`config.mk`:
```
export PLATFORM = sky130hd
export DESIGN_NAME = ecf_lane
export DESIGN_NICKNAME = d
export VERILOG_FILES = /design/src/sv/assert_macros.svh /design/src/sv/ecf_pkg.sv /design/src/sv/ecf_lane.sv
export SDC_FILE = /design/constraint.sdc
export NUM_CORES = 2
export LEC_CHECK = 0
export BUFFER_PORTS_ARGS = -buffer_cell sky130_fd_sc_hd__buf_2
export CORE_MARGIN = 2
export CORE_UTILIZATION = 35
export CTS_BUF_LIST = sky130_fd_sc_hd__clkbuf_4 sky130_fd_sc_hd__clkbuf_8
export DETAILED_ROUTE_END_ITERATION = 8
export GPL_ROUTABILITY_DRIVEN = 0
export GPL_TIMING_DRIVEN = 0
export PLACE_DENSITY = 0.61
export SYNTH_ARGS = -nofsm -noshare
export SYNTH_HDL_FRONTEND = slang
export SYNTH_SLANG_ARGS = --single-unit
```
`constraint.sdc`:
```
create_clock -name clk -period 9.1 [get_ports clk]
set_input_delay 0.91 -clock clk [delete_from_list [all_inputs] [get_ports clk]]
set_output_delay 0.91 -clock clk [all_outputs]
set_load 0.01 [all_outputs]
```
`src/sv/assert_macros.svh`:
```
// assertion macros for the crossfader
// used by the top level, expects clk and arst_n in scope
`ifndef ASSERT_MACROS_SVH
`define ASSERT_MACROS_SVH

// property checked on every clock edge outside reset
`define ECF_ASSERT(name, prop, msg) \
	name: assert property (@(posedge clk) disable iff (!arst_n) (prop)) else $error(msg);

// condition implies expectation on the following edge
`define ECF_ASSERT_NEXT(name, cond, post, msg) \
	name: assert property (@(posedge clk) disable iff (!arst_n) (cond) |=> (post)) \
		else $error(msg);

`endif

```
`src/sv/ecf_pkg.sv`:
```
// shared types and constants for the equal-power crossfader
// no dependencies
package ecf_pkg;

	localparam int SAMPLE_BITS = 24;
	localparam int TABLE_BITS  = 10;

	localparam int TBL_N     = 1 << TABLE_BITS;
	localparam int ADDR_W    = TABLE_BITS + 1;
	localparam int Q_W       = 24;
	localparam int FRAC_W    = 23;
	localparam int GAIN_W    = FRAC_W + 1;
	localparam int IDX_SHIFT = FRAC_W - TABLE_BITS;
	localparam int SAT_W     = SAMPLE_BITS + 3;
	localparam int CFG_IDX_W = 1;

	localparam logic [Q_W-1:0] ONE_Q23    = Q_W'(1) << FRAC_W;
	localparam logic [Q_W-1:0] STEP_RESET = Q_W'(17476);

	localparam logic [CFG_IDX_W-1:0] REG_FADE_STEP = CFG_IDX_W'(0);
	localparam logic [CFG_IDX_W-1:0] REG_MONO_STEP = CFG_IDX_W'(1);

	typedef struct packed {
		logic signed [SAMPLE_BITS-1:0] main_left;
		logic signed [SAMPLE_BITS-1:0] main_right;
		logic signed [SAMPLE_BITS-1:0] ref_left;
		logic signed [SAMPLE_BITS-1:0] ref_right;
		logic                          select_b;
		logic                          mono_on;
	} frame_t;

	typedef struct packed {
		logic signed [SAMPLE_BITS-1:0] out_left;
		logic signed [SAMPLE_BITS-1:0] out_right;
	} result_t;

	typedef struct packed {
		logic           settled;
		logic           sel_b;
		logic [Q_W-1:0] mono_amt;
	} mix_ctl_t;

	function automatic logic signed [SAMPLE_BITS-1:0] sat_sample(
		input logic signed [SAT_W-1:0] v
	);
		logic hi_same;
		logic hi_ones;
		hi_same = ~|v[SAT_W-1:SAMPLE_BITS-1];
		hi_ones = &v[SAT_W-1:SAMPLE_BITS-1];
		if (hi_same || hi_ones) begin
			return v[SAMPLE_BITS-1:0];
		end else if (v[SAT_W-1]) begin
			return {1'b1, {(SAMPLE_BITS-1){1'b0}}};
		end else begin
			return {1'b0, {(SAMPLE_BITS-1){1'b1}}};
		end
	endfunction

endpackage

```
`src/sv/ecf_lane.sv`:
```
// one channel of the crossfade: gain products, round, saturate
// depends on ecf_pkg; gains come from ecf_rom
module ecf_lane import ecf_pkg::*; (
	input  logic                          clk,
	input  logic                          adv,
	input  mix_ctl_t                      ctl_s1,
	input  logic signed [SAMPLE_BITS-1:0] main_s1,
	input  logic signed [SAMPLE_BITS-1:0] ref_s1,
	input  logic        [GAIN_W-1:0]      gain_sin_s1,
	input  logic        [GAIN_W-1:0]      gain_cos_s1,
	output logic signed [SAMPLE_BITS-1:0] mix_s3
);

	localparam int PROD_W = SAMPLE_BITS + GAIN_W + 1;
	localparam int SUM_W  = PROD_W + 1;

	logic signed [PROD_W-1:0]      prod_main_s2;
	logic signed [PROD_W-1:0]      prod_ref_s2;
	logic signed [SAMPLE_BITS-1:0] main_s2;
	logic signed [SAMPLE_BITS-1:0] ref_s2;
	logic                          settled_s2;
	logic                          sel_b_s2;
	logic signed [SUM_W-1:0]       sum;

	always_ff @(posedge clk) begin
		if (adv) begin
			prod_main_s2 <= PROD_W'(main_s1 * $signed({1'b0, gain_cos_s1}));
			prod_ref_s2  <= PROD_W'(ref_s1 * $signed({1'b0, gain_sin_s1}));
			main_s2      <= main_s1;
			ref_s2       <= ref_s1;
			settled_s2   <= ctl_s1.settled;
			sel_b_s2     <= ctl_s1.sel_b;
		end
	end

	assign sum = SUM_W'(prod_main_s2) + SUM_W'(prod_ref_s2)
		+ (SUM_W'(1) <<< (FRAC_W - 1));

	always_ff @(posedge clk) begin
		if (adv) begin
			if (settled_s2) begin
				mix_s3 <= sel_b_s2 ? ref_s2 : main_s2;
			end else begin
				mix_s3 <= sat_sample(sum[SUM_W-1:FRAC_W]);
			end
		end
	end

endmodule

```
==> flow_metrics.env <==
export IMPL_synth_cell_types=84
export IMPL_nFillCells=13400
export IMPL_synth_edf_count=172
export IMPL_cts_root_buf="clkbuf_8"
export IMPL_finalNetCount=6616
export IMPL_hold_viol=0
export IMPL_min_period_ns=8.75
export IMPL_status="complete, no violations"
export IMPL_drt_iter0_markers=2695
export IMPL_final_common_cell="inv_1"
export IMPL_grt_overflow=0
export IMPL_clock_skew_ns=0.0240
export IMPL_synth_seq_cells=172
export IMPL_synth_fp_nets=6465
export IMPL_via_per_inst=5.09
export IMPL_max_stage_delay_ns=0.63
export IMPL_slew_violations=0
export IMPL_cp_start_kind="input pin"
export IMPL_coreArea_um2=133000
export IMPL_rsz0062_at_grt="no"
export IMPL_grt_pass1_vias=36600
export IMPL_path_class="input pin to flop"
export IMPL_critPathMostFrequentCell="fa_1"
export IMPL_clkTransAtPathRegs_ns=0.08
export IMPL_drt_pass1_iterations=8
export IMPL_cts_buffer_depth=3
export IMPL_ant_nets=0
export IMPL_cp_end_kind="flop"
export IMPL_worstPathArrival_ns=9.03
export IMPL_drive_above_1_share=0.0421
export IMPL_yosysWarnings=0
export IMPL_worstPathMaxFanout=10
export IMPL_num_rows=134
export IMPL_hold_buffers=0
export IMPL_cts_tree="yes"
export IMPL_fin_crit_sh=0.961
export IMPL_die_area_um2=136000
export IMPL_crit_path_top_delay_cell="clkbuf_1"
export IMPL_critPathTopFamily="adder cells"
export IMPL_hpwl_um=119000
export IMPL_htreeDepth=4
export IMPL_max_slew_worst_pin_slew_ns=0.975
export IMPL_path_buf_inv=8
export IMPL_postSynthCellCount=4878
export IMPL_io_buffers=123
export IMPL_finalSetupViolations=0
export IMPL_finalSetupTns_ns=0
export IMPL_die_height_um=369
export IMPL_numCtsBuffers=25
export IMPL_setup_ws_ns=0.352
export IMPL_ys_flop_type="edfxtp_1"
export IMPL_ioPinCount=148
export IMPL_fmax_mhz=114
export IMPL_synth_area_um2=46700
export IMPL_cts_setup_buffers=0
export IMPL_slew_headroom=0.350
export IMPL_vias=34700
export IMPL_required_ns=9.38
export IMPL_grt_pass1_wl_um=219000
export IMPL_dieWidth_um=369
export IMPL_antenna_found_initial=15
export IMPL_maxCapViolCount=0
export IMPL_start_util=0.352
export IMPL_drc=0
export IMPL_synthToLayoutAreaGrowth_pct=7.00
export IMPL_grt_max_degree=99
export IMPL_seq_area_frac_synth=0.111
export IMPL_clock_sinks=172
export IMPL_place_ws_ns=-0.206
export IMPL_routed_wirelength_um=142000
export IMPL_insertion_delay_ns=0.53
export IMPL_async_reset_ff_frac=0
export IMPL_grt_usage=0.214
export IMPL_hold_path_class="input pin to flop"
export IMPL_avgRoutedWirePerCell_um=20.9
export IMPL_layout_common_cells="1094 x inv_1, 964 x fa_1, 619 x nand2_1"
export IMPL_syn_avg_cell_area_um2=9.58
==> cells in the mapped netlist (all sizes together), types with 4 or more instances <==
master  number  area, µm²
nand2b      45        282
nand3b       5       37.5
a21oi      115        594
and3        18        118
o22ai        4       25.0
fa         964      19300
o21ai       59        299
edfxtp     172       5160
mux2        24        270
o21bai      15        113
nor2b       32        200
a31oi       11       83.8
a31o         4       35.0
nand2      620       2330
o21a        11       82.6
a311o        4       40.0
o211ai       6       45.0
a221o       25        251
a21o        74        556
nand3       27        135
nand4b       5       43.8
nor2        63        239
a211o        8       70.1
o311ai       4       42.6
xor2        37        332
nor3        11       65.1
and2       547       3420
a211oi      10       80.1
ha         499       6240
a21boi       4       30.0
xnor2       73        639
inv       1094       4110
or2          4       25.0
clkbuf     211        792
nand4       19        119
buf          8       52.6
==> sequential cells by signal, indices dropped and copies added (netlist names) <==
signal,count
prod_main_s2,49
prod_ref_s2,49
main_s2,24
mix_s3,24
ref_s2,24
sel_b_s2,1
settled_s2,1
==> kinds of logic (layout without fill, tap and decap cells) <==
kind of cell / after synthesis / in the layout / share of synthesized area
other cells: 0 / 6 / 0
mux: 25 / 25 / 0.00600
simple gates: 1411 / 1411 / 0.153
buf+inv: 1313 / 1470 / 0.106
compound gates: 384 / 384 / 0.0573
fa+ha+maj: 1463 / 1463 / 0.547
xor+xnor: 110 / 110 / 0.0208
flops: 172 / 172 / 0.111
==> cell type report <==
type	count	area [µm²]	share of cell area
multi-input cells	3393	36600	0.732
flip-flops and latches	172	5160	0.103
inverters	1094	4110	0.0821
well taps	1768	2210	0.0442
plain buffers	219	847	0.0169
repair buffers	124	649	0.0130
clock buffers	26	352	0.00703
clock inverters	7	33.8	0.000676
diodes	6	15.0	0.000300
==> final timing paths <==
path                                        from               to  slack (ns)  depth (start not counted)
worst max-delay path             gain_sin_s1[14]  prod_ref_s2[45]        0.35                         27
worst min-delay path                  ctl_s1[25]       settled_s2        0.57                          1
worst max register to register  prod_main_s2[23]        mix_s3[5]        4.19                         14
worst min register to register       main_s2[23]       mix_s3[23]        0.73                          2
==> layer usage <==
layer | track usage | wire length [µm] | vias up
met1 | 0.281 | 56900 | 17700
met4 | 0.0933 | 7460 | 6
met3 | 0.0349 | 12000 | 332
met2 | 0.346 | 65700 | 1554
met5 | 0 | 30 | -
li1 | - | - | 15100
==> metrics by stage <==
| stage | utilization | instances | instance area [µm²] | hold slack, ns |
|---|---|---|---|---|
| after floorplan | - | 4878 | 46700 | 0.574 |
| after global placement | 0.373 | 6769 | 49600 | 0.735 |
| after detailed placement | 0.373 | 6770 | 49600 | 0.689 |
| after CTS | 0.376 | 6803 | 50000 | 0.532 |
| after global routing | 0.376 | 6804 | 50000 | 0.544 |
| final | 0.376 | 6809 | 50000 | 0.565 |
==> timing repair <==
action | 4_1_cts | 5_1_grt
gates resized for setup | 0 | 5
setup endpoints to repair | 0 | 2
hold endpoints to repair | 0 | 0
Power is not shown: default switching activity piles up to over one toggle a cycle in this logic, so the estimate is an artifact.
