==> config.mk <==
export PLATFORM = sky130hd
export DESIGN_NAME = ecf_ramp
export DESIGN_NICKNAME = d
export VERILOG_FILES = /design/src/sv/assert_macros.svh /design/src/sv/ecf_pkg.sv /design/src/sv/ecf_ramp.sv
export SDC_FILE = /design/constraint.sdc
export NUM_CORES = 1
export LEC_CHECK = 0
export CAP_MARGIN = 20
export CORE_UTILIZATION = 49
export CTS_BUF_LIST = sky130_fd_sc_hd__clkbuf_4
export CTS_CLUSTER_SIZE = 14
export DETAILED_ROUTE_END_ITERATION = 6
export DONT_BUFFER_PORTS = 1
export HOLD_SLACK_MARGIN = 0.05
export PLACE_DENSITY_LB_ADDON = 0.15
export SYNTH_ARGS = -nofsm -noshare
export SYNTH_HDL_FRONTEND = slang
export SYNTH_SLANG_ARGS = --single-unit
export TNS_END_PERCENT = 100
==> constraint.sdc <==
create_clock -name clk -period 6.2 [get_ports clk]
set_clock_uncertainty 0.1 [all_clocks]
set_input_delay 1.24 -clock clk [delete_from_list [all_inputs] [get_ports clk]]
set_output_delay 1.24 -clock clk [all_outputs]
set_load 0.005 [all_outputs]
==> src/sv/assert_macros.svh <==
// assertion macros for the crossfader
// used by the top level, expects clk and arst_n in scope
`ifndef ASSERT_MACROS_SVH
`define ASSERT_MACROS_SVH

// property checked on every clock edge outside reset
`define ECF_ASSERT(name, prop, msg) \
	name: assert property (@(posedge clk) disable iff (!arst_n) (prop)) else $error(msg);

// condition implies expectation on the following edge
`define ECF_ASSERT_NEXT(name, cond, post, msg) \
	name: assert property (@(posedge clk) disable iff (!arst_n) (cond) |=> (post)) \
		else $error(msg);

`endif

==> src/sv/ecf_pkg.sv <==
// shared types and constants for the equal-power crossfader
// no dependencies
package ecf_pkg;

	localparam int SAMPLE_BITS = 24;
	localparam int TABLE_BITS  = 10;

	localparam int TBL_N     = 1 << TABLE_BITS;
	localparam int ADDR_W    = TABLE_BITS + 1;
	localparam int Q_W       = 24;
	localparam int FRAC_W    = 23;
	localparam int GAIN_W    = FRAC_W + 1;
	localparam int IDX_SHIFT = FRAC_W - TABLE_BITS;
	localparam int SAT_W     = SAMPLE_BITS + 3;
	localparam int CFG_IDX_W = 1;

	localparam logic [Q_W-1:0] ONE_Q23    = Q_W'(1) << FRAC_W;
	localparam logic [Q_W-1:0] STEP_RESET = Q_W'(17476);

	localparam logic [CFG_IDX_W-1:0] REG_FADE_STEP = CFG_IDX_W'(0);
	localparam logic [CFG_IDX_W-1:0] REG_MONO_STEP = CFG_IDX_W'(1);

	typedef struct packed {
		logic signed [SAMPLE_BITS-1:0] main_left;
		logic signed [SAMPLE_BITS-1:0] main_right;
		logic signed [SAMPLE_BITS-1:0] ref_left;
		logic signed [SAMPLE_BITS-1:0] ref_right;
		logic                          select_b;
		logic                          mono_on;
	} frame_t;

	typedef struct packed {
		logic signed [SAMPLE_BITS-1:0] out_left;
		logic signed [SAMPLE_BITS-1:0] out_right;
	} result_t;

	typedef struct packed {
		logic           settled;
		logic           sel_b;
		logic [Q_W-1:0] mono_amt;
	} mix_ctl_t;

	function automatic logic signed [SAMPLE_BITS-1:0] sat_sample(
		input logic signed [SAT_W-1:0] v
	);
		logic hi_same;
		logic hi_ones;
		hi_same = ~|v[SAT_W-1:SAMPLE_BITS-1];
		hi_ones = &v[SAT_W-1:SAMPLE_BITS-1];
		if (hi_same || hi_ones) begin
			return v[SAMPLE_BITS-1:0];
		end else if (v[SAT_W-1]) begin
			return {1'b1, {(SAMPLE_BITS-1){1'b0}}};
		end else begin
			return {1'b0, {(SAMPLE_BITS-1){1'b1}}};
		end
	endfunction

endpackage

==> src/sv/ecf_ramp.sv <==
// fade position and mono amount ramps, rom addressing, stage 1 control
// depends on ecf_pkg
module ecf_ramp import ecf_pkg::*; (
	input  logic              clk,
	input  logic              arst_n,
	input  logic              accept,
	input  logic              adv,
	input  logic              select_b,
	input  logic              mono_on,
	input  logic [Q_W-1:0]    fade_step,
	input  logic [Q_W-1:0]    mono_step,
	output logic [ADDR_W-1:0] sin_addr,
	output logic [ADDR_W-1:0] cos_addr,
	output mix_ctl_t          ctl_s1
);

	logic [Q_W-1:0] fade_pos_q;
	logic [Q_W-1:0] mono_q;
	logic [Q_W-1:0] fade_tgt;
	logic [Q_W-1:0] mono_tgt;
	logic [Q_W-1:0] fade_next;
	logic [Q_W-1:0] mono_next;
	logic           settled;

	function automatic logic [Q_W-1:0] ramp(
		input logic [Q_W-1:0] cur,
		input logic [Q_W-1:0] tgt,
		input logic [Q_W-1:0] step
	);
		logic [Q_W-1:0] r;
		if (cur < tgt) begin
			r = (step >= tgt - cur) ? tgt : cur + step;
		end else if (cur > tgt) begin
			r = (step >= cur - tgt) ? tgt : cur - step;
		end else begin
			r = cur;
		end
		return r;
	endfunction

	assign fade_tgt  = select_b ? ONE_Q23 : '0;
	assign mono_tgt  = mono_on ? ONE_Q23 : '0;
	assign settled   = (fade_pos_q == fade_tgt);
	assign fade_next = ramp(fade_pos_q, fade_tgt, fade_step);
	assign mono_next = ramp(mono_q, mono_tgt, mono_step);

	assign sin_addr = fade_next[FRAC_W:IDX_SHIFT];
	assign cos_addr = ADDR_W'(TBL_N) - fade_next[FRAC_W:IDX_SHIFT];

	always_ff @(posedge clk or negedge arst_n) begin
		if (!arst_n) begin
			fade_pos_q <= '0;
			mono_q     <= '0;
		end else if (accept) begin
			fade_pos_q <= fade_next;
			mono_q     <= mono_next;
		end
	end

	always_ff @(posedge clk) begin
		if (adv) begin
			ctl_s1.settled  <= settled;
			ctl_s1.sel_b    <= select_b;
			ctl_s1.mono_amt <= mono_next;
		end
	end

endmodule

==> results of run 1 <==
## synthesized netlist by cell type, drive strengths merged, types with 26 or more instances
| cell | number |
|---|---|
| ha | 191 |
| inv | 150 |
| nor2 | 116 |
| a21oi | 104 |
| nand2 | 86 |
| o21ai | 81 |
| clkbuf | 49 |
| dfrtp | 48 |
| xnor2 | 48 |
| a21o | 45 |
| nor3 | 34 |
| edfxtp | 26 |
## area by class of cell
type                    count  area, sq um  share of cell area (%)
clock inverters             6          115                   0.951
multi-input cells        1097         8420                    69.6
diodes                      2         5.00                  0.0414
flip-flops and latches     74         1980                    16.4
clock buffers              10         75.1                   0.620
inverters                 150          563                    4.65
well taps                 280          350                    2.90
repair buffers             77          589                    4.87
## power by group
| part | total (W) | internal (W) | leakage [nW] | switching (W) |
|---|---|---|---|---|
| clock network | 0.000413 | 0.000210 | 0.0972 | 0.000203 |
| registers | 0.00106 | 0.000791 | 0.851 | 0.000267 |
| logic | 0.00515 | 0.00214 | 4.60 | 0.00301 |
| total | 0.00662 | 0.00314 | 5.55 | 0.00348 |
## state kept, by name (all words and copies together) (netlist names)
register,flops
fade_pos_q,24
ctl_s1,26
mono_q,24
## worst min path at each step
stage                     cells after the start  slack, ns      startpoint             end
after detailed placement                      1       0.46  fade_pos_q[23]  fade_pos_q[23]
after global routing                          0       0.30          arst_n      mono_q[21]
final                                         0       0.33          arst_n       mono_q[9]
after floorplan                               2       0.42   fade_pos_q[0]   fade_pos_q[0]
after global placement                        1       0.45  fade_pos_q[23]  fade_pos_q[23]
after CTS                                     0       0.30          arst_n  fade_pos_q[23]
## kinds of logic after synthesis
| family | synth area share [%] |
|---|---|
| buffers and inverters | 8.07 |
| AO/OA/AOI/OAI | 27.6 |
| AND/OR/NAND/NOR | 17.5 |
| XOR/XNOR | 4.38 |
| flip-flops | 18.0 |
| multiplexers | 2.06 |
| adder cells (fa/ha/maj) | 22.5 |
## stage by stage
stage	setup slack, ns	utilization [%]	setup TNS, ns
final	-0.110	55.3	-0.312
after global routing	-0.351	55.3	-1.79
after CTS	-0.151	54.5	-0.622
after detailed placement	0.0171	52.7	0
after global placement	0.0975	52.7	0
after floorplan	0.00516	-	0
## metal layers
layer	global-route usage [%]	wire length, um	part of all wire [%]	vias to the layer above
li1	-	-	-	5078
met1	38.2	15200	45	4954
met2	45.5	15100	45	371
met3	5.42	2230	6.6	65
met4	9.29	952	2.8	0
met5	0	0	0	-
## repair_timing
item / CTS / global route
setup endpoints to repair: 18 / 12
pin swaps: 11 / 8
resized for setup: 31 / 28
setup buffers: 7 / 3
## critical path, delay by kind of cell, from the launching register on
kind | cells | cell delay (ns)
and+or+nand+nor | 8 | 2.28
AOI/OAI and AO/OA | 6 | 1.16
DFF | 1 | 0.39
xor gates and xnor gates | 2 | 0.30
adders and majority gates | 1 | 0.26
buffers and inverters | 1 | 0.10
==> impl_results.md, run 1 <==
* Yosys cell types at 81
* Post-synth top flop: dfrtp_1
* Hold WC Path Type: input pin to asynchronous set/reset pin
* Slew HR at 25.5%
* Routed WL at roughly 33 mm
* Total grt overflow at 0
* RR Endpoint: mono_q[3]
* Unrepaired setup endpoints after global routing: true
* Pre-antenna DRT Iters at 5
* Largest net degree at the start of global routing at between 50 and 60
* Maximum vdd ir drop at 0.000215 V
* Worst-skew pair later-pin latency at around 0.48 ns
* Drt wl/cell at around 20 um
* Syn_nets at about 1600
* Setup violators final at 5
* Status: complete, but fails checks
* Placed cells at about 1700
* Antenna Nets Post-Route at 0
* Die X at ~150 um
* # rows at 54
* Clk buf depth at 2
* Crit path cell chain: or4_4 -> or4_4 -> nor4_4 -> nand2_2 -> nor4_4 -> xnor2_1 -> ha_1 -> a21o_1 -> a21o_1 -> a21oi_2 -> o221ai_2 -> a21o_4 -> or4_4 -> a32oi_4 -> or4_4 -> buf_6 -> nor3_4 -> xnor2_2
* Tot Pwr at 0.00662 W
* Number of global-route vias before repair at between 10000 and 15000
* Detailed placement HPWL at 25.9 mm
* Most common cell after layout, fill and taps aside: ha_1
* Max Cap Violations at 0
* Worst reg2reg startpoint: mono_q[10]
* CTS Hold Bufs at 0
* TritonCTS Buffers at 9
* YS warnings at 0
* Fmax at about 0.16 GHz
* DR iter-0 viols at between 700 and 800
* DR vias at 10500
* CP Launch Type: flip-flop
* Top cell by count, worst path: or4_4
* Pins Over Slew Limit at 0
* Hold slack at about 0.33 ns
* Most frequent cells in the layout: 190 x ha_1, 145 x inv_1, 110 x nor2_1
* Least-Margin Pin Slew at between 1 and 1.5 ns
* H-tree depth at 3
* Req. time, crit path at approximately 4.9 ns
* Layout cells sized above 1 at between 10% and 20%
* Worst EP arrival at a little under 5 ns
* All-layer global routing usage at 28.4%
* Post-synth EDFFs at 26
* Setup CP Type: flip-flop to output port
* Fillers at 2092
* First-pass GRT wire length at 53.2 mm
* PortBufs at 0
* End of the critical path: cos_addr[9]
* CP startpoint: fade_pos_q[7]
* Worst Setup End Kind: output port
* Pwr dens at approximately 550 nW/um^2
* Root buf cell: clkbuf_4
* Layout area overhead at 10.0%
* Post-synthesis area per instance at ~8 sq um
* Via/cell ratio at around 6
* Post-synthesis sequential area ratio at around 18%
* Die height at between 150 and 200 um
* Area after DPL at ~12000 sq um
* Worst Reg-to-Reg Cells at 17
* Slowest CP cell: or4_4
* Min Tclk post-route at ~6.3 ns
* R2r setup slk at 0.74 ns
* Layout Nets at between 1500 and 2000
* Critical path's largest stage delay at 0.56 ns
* Antenna violations before repair at 1
* DRC violations left at 0
* Die area at around 23000 sq um
* CTS tree: done
* RD Place Congestion at slightly above 0.9
* Post-synth top area share at 21.7%
* Failing checks: setup timing
* Post-Syn Area at 11000 sq um
* Finished Cell Area at between 10000 and 15000 sq um
* Pleak at ~5.5 nW
* Synth Register Bits at 74
* Post-Syn Instances at around 1400
* Cell taking the most area after synthesis: ha_1
* Top-Level Pins at around 100
* Clock Pin Slew Worst Setup and Hold Paths at between 0.1 and 0.15 ns
* Final WS setup at -0.110 ns
* Non-filler cells, final at about 1700
* Clock Sinks at 74
* Final hold vios at 0
* Async set-reset flop share out of synthesis at 64.9%
* CORE AREA at about 22000 sq um
* Tcrit/Tclk final at 102%
* Initial core utilization at about 50%
* Top post-synthesis cells by area: ha_1 22%, dfrtp_1 11%, edfxtp_1 7.1%
* Critical path fanouts, max at 8
Power figures use the tool's default switching activity.
==> inputs of run 2 (changes only) <==
Settings changed: CORE_MARGIN from default to 5, HOLD_SLACK_MARGIN 0.05 to 0.1.
==> impl_results.md, run 2 (synthesis results as in run 1) <==
* Status: complete, but fails checks
* Failing checks: setup timing
* Setup violators final at 7 (+2)
* Finished Cell Area at 12100 sq um (-0.31%)
* DR iter-0 viols at 789 (+2.7%)
* Worst-skew pair later-pin latency at 0.50 ns (+0.02 ns)
* CP Launch Type: flip-flop
* DR vias at 10400 (-0.97%)
* Slew HR at 31.5% (+6.0 points)
* DRC violations left at 0 (unchanged)
* Number of global-route vias before repair at 9738 (-3.4%)
* Pre-antenna DRT Iters at 6 (+1)
* Drt wl/cell at 19.3 um (-2.1%)
* Unrepaired setup endpoints after global routing: true
* Fmax at 0.154 GHz (-2.7%)
* Hold WC Path Type: input pin to asynchronous set/reset pin
* Met2 usage at 38.6% (-7.0 points)
* Min Tclk post-route at 6.48 ns (+0.174 ns)
* Total grt overflow at 0 (unchanged)
* Hold slack at 0.309 ns (-0.0240 ns)
* Tcrit/Tclk final at 105% (+2.8 points)
* Fillers at 2070 (-1.1%)
* Critical path fanouts, max at 7 (-1)
* Pre-CTS WS at -0.0465 ns (-0.0637 ns)
* Reg with most FFs: ctl_s1
* Pwr dens at 541 nW/um^2 (-1.0%)
* PortBufs at 0 (unchanged)
* Layout cells sized above 1 at 12.8% (-0.52 points)
* Clock Pin Slew Worst Setup and Hold Paths at 0.16 ns (+0.02 ns)
* Detailed placement HPWL at 25.6 mm (-1.2%)
* Biggest regs: ctl_s1: 26 flops, fade_pos_q: 24 flops, mono_q: 24 flops
* Clk buf depth at 2 (unchanged)
* Fin util at 54.9% (-0.34 points)
* All-layer global routing usage at 24.8% (-3.6 points)
* Antenna Nets Post-Route at 0 (unchanged)
* Initial core utilization at 50.1% (-0.15 points)
* Maximum vdd ir drop at 0.000223 V (+3.8%)
* Worst reg2reg startpoint: mono_q[10]
* Largest net degree at the start of global routing at 54 (unchanged)
* Layout Nets at 1661 (+0.18%)
* Antenna violations before repair at 2 (+1)
* Placed cells at 1668 (unchanged)
* Die height at 160 um (+5.3%)
* H-tree depth at 3 (unchanged)
* Area after DPL at 11600 sq um (+0.11%)
* Max Cap Violations at 0 (unchanged)
* Layout area overhead at 9.66%
* Final hold vios at 0 (unchanged)
* CTS Hold Bufs at 0 (unchanged)
* Pleak at 5.55 nW (about the same)
* Least-Margin Pin Slew at 1.02 ns (-0.0902 ns)
* CORE AREA at 22000 sq um (+0.31%)
* Die area at 25500 sq um (+11%)
* Pins Over Slew Limit at 0 (unchanged)
* TritonCTS Buffers at 9 (unchanged)
* GRT busiest layer: met2
* Max FFs per register at 26 (unchanged)
* Via/cell ratio at 6.10 (-1.1%)
* Most frequent cells in the layout: 189 x ha_1, 144 x inv_1, 112 x nor2_1
* Top-Level Pins at 102 (unchanged)
* Most common cell after layout, fill and taps aside: ha_1
* RR Endpoint: mono_q[3]
* FF/Latch Area at 1980 sq um (unchanged)
* Met3 Usage GRT at 5.67% (+0.25 points)
* Worst Reg-to-Reg Cells at 17 (unchanged)
* Routed WL at 32.8 mm (-2.0%)
* RD Place Congestion at 0.920 (about the same)
* # rows at 54 (unchanged)
* Worst Setup End Kind: output port
* Worst EP arrival at 5.14 ns (+0.17 ns)
* R2r setup slk at 0.82 ns (+0.08 ns)
* Req. time, crit path at 4.86 ns (about the same)
* First-pass GRT wire length at 52.3 mm (-1.7%)
* CTS tree: done
* Setup CP Type: flip-flop to output port
* Area of the multi-input gates at 8350 sq um (-0.79%)
* Die X at 160 um (+5.3%)
* Clock Sinks at 74 (unchanged)
* Root buf cell: clkbuf_4
* Met1 usage in global routing at 34.5% (-3.7 points)
* Final WS setup at -0.284 ns (-0.174 ns)
* Non-filler cells, final at 1698 (+0.12%)
* CP startpoint: fade_pos_q[14]
==> run 2: metrics by stage <==
stage / TNS (ns) / power, W
floorplan: 0 / 0.00454
global placement: 0 / 0.00577
detailed placement: -0.0465 / 0.00580
global route: -3.08 / 0.00711
finish: -1.35 / 0.00653
CTS: -2.48 / 0.00632
==> run 2: how the worst max path moves through the flow <==
stage / cells past startpoint / to
CTS: 23 / cos_addr[10]
global route: 22 / cos_addr[10]
global placement: 20 / cos_addr[10]
detailed placement: 20 / cos_addr[10]
finish: 20 / cos_addr[10]
floorplan: 21 / cos_addr[6]
==> run 2: worst max-delay path: stages, from the launching register on <==
cell	delay [ns]
dfrtp_1	0.44
or4_1	0.61
or4_1	0.50
or2_4	0.31
nor3_4	0.20
xnor2_2	0.09
ha_1	0.30
nand4_1	0.12
nor2_2	0.15
o21ai_1	0.07
o221ai_1	0.19
buf_4	0.16
a21oi_2	0.05
buf_12	0.18
a32o_1	0.25
o22ai_2	0.12
ha_2	0.20
o211ai_1	0.10
buf_4	0.17
nor4_4	0.25
xor2_1	0.21
==> run 2: what timing repair did <==
action / 4_1_cts / 5_1_grt
pin swaps: 14 / 14
resized for setup: 22 / 31
endpoints found under the setup margin: 16 / 19
endpoints found under the hold margin: 0 / 0
buffers inserted: 8 / 5
==> run 2: cell type report <==
cell class              instances  share of cell area, %
flip-flops and latches         74                   16.4
clock inverters                 6                  0.757
well taps                     280                   2.90
diodes                          1                 0.0207
multi-input cells            1097                   69.3
clock buffers                  10                  0.622
inverters                     150                   4.71
repair buffers                 80                   5.30
==> run 2: layer usage <==
layer,vias to the layer above,routed length [um]
met5,-,20
met2,363,14300
li1,5101,-
met1,4837,15300
met4,2,895
met3,63,2270
==> run 2: power by group <==
group / switching (W) / total, W / internal [W] / leakage [nW]
combinational: 0.00295 / 0.00511 / 0.00215 / 4.62
clock: 0.000208 / 0.000376 / 0.000168 / 0.0788
sequential: 0.000255 / 0.00105 / 0.000792 / 0.851
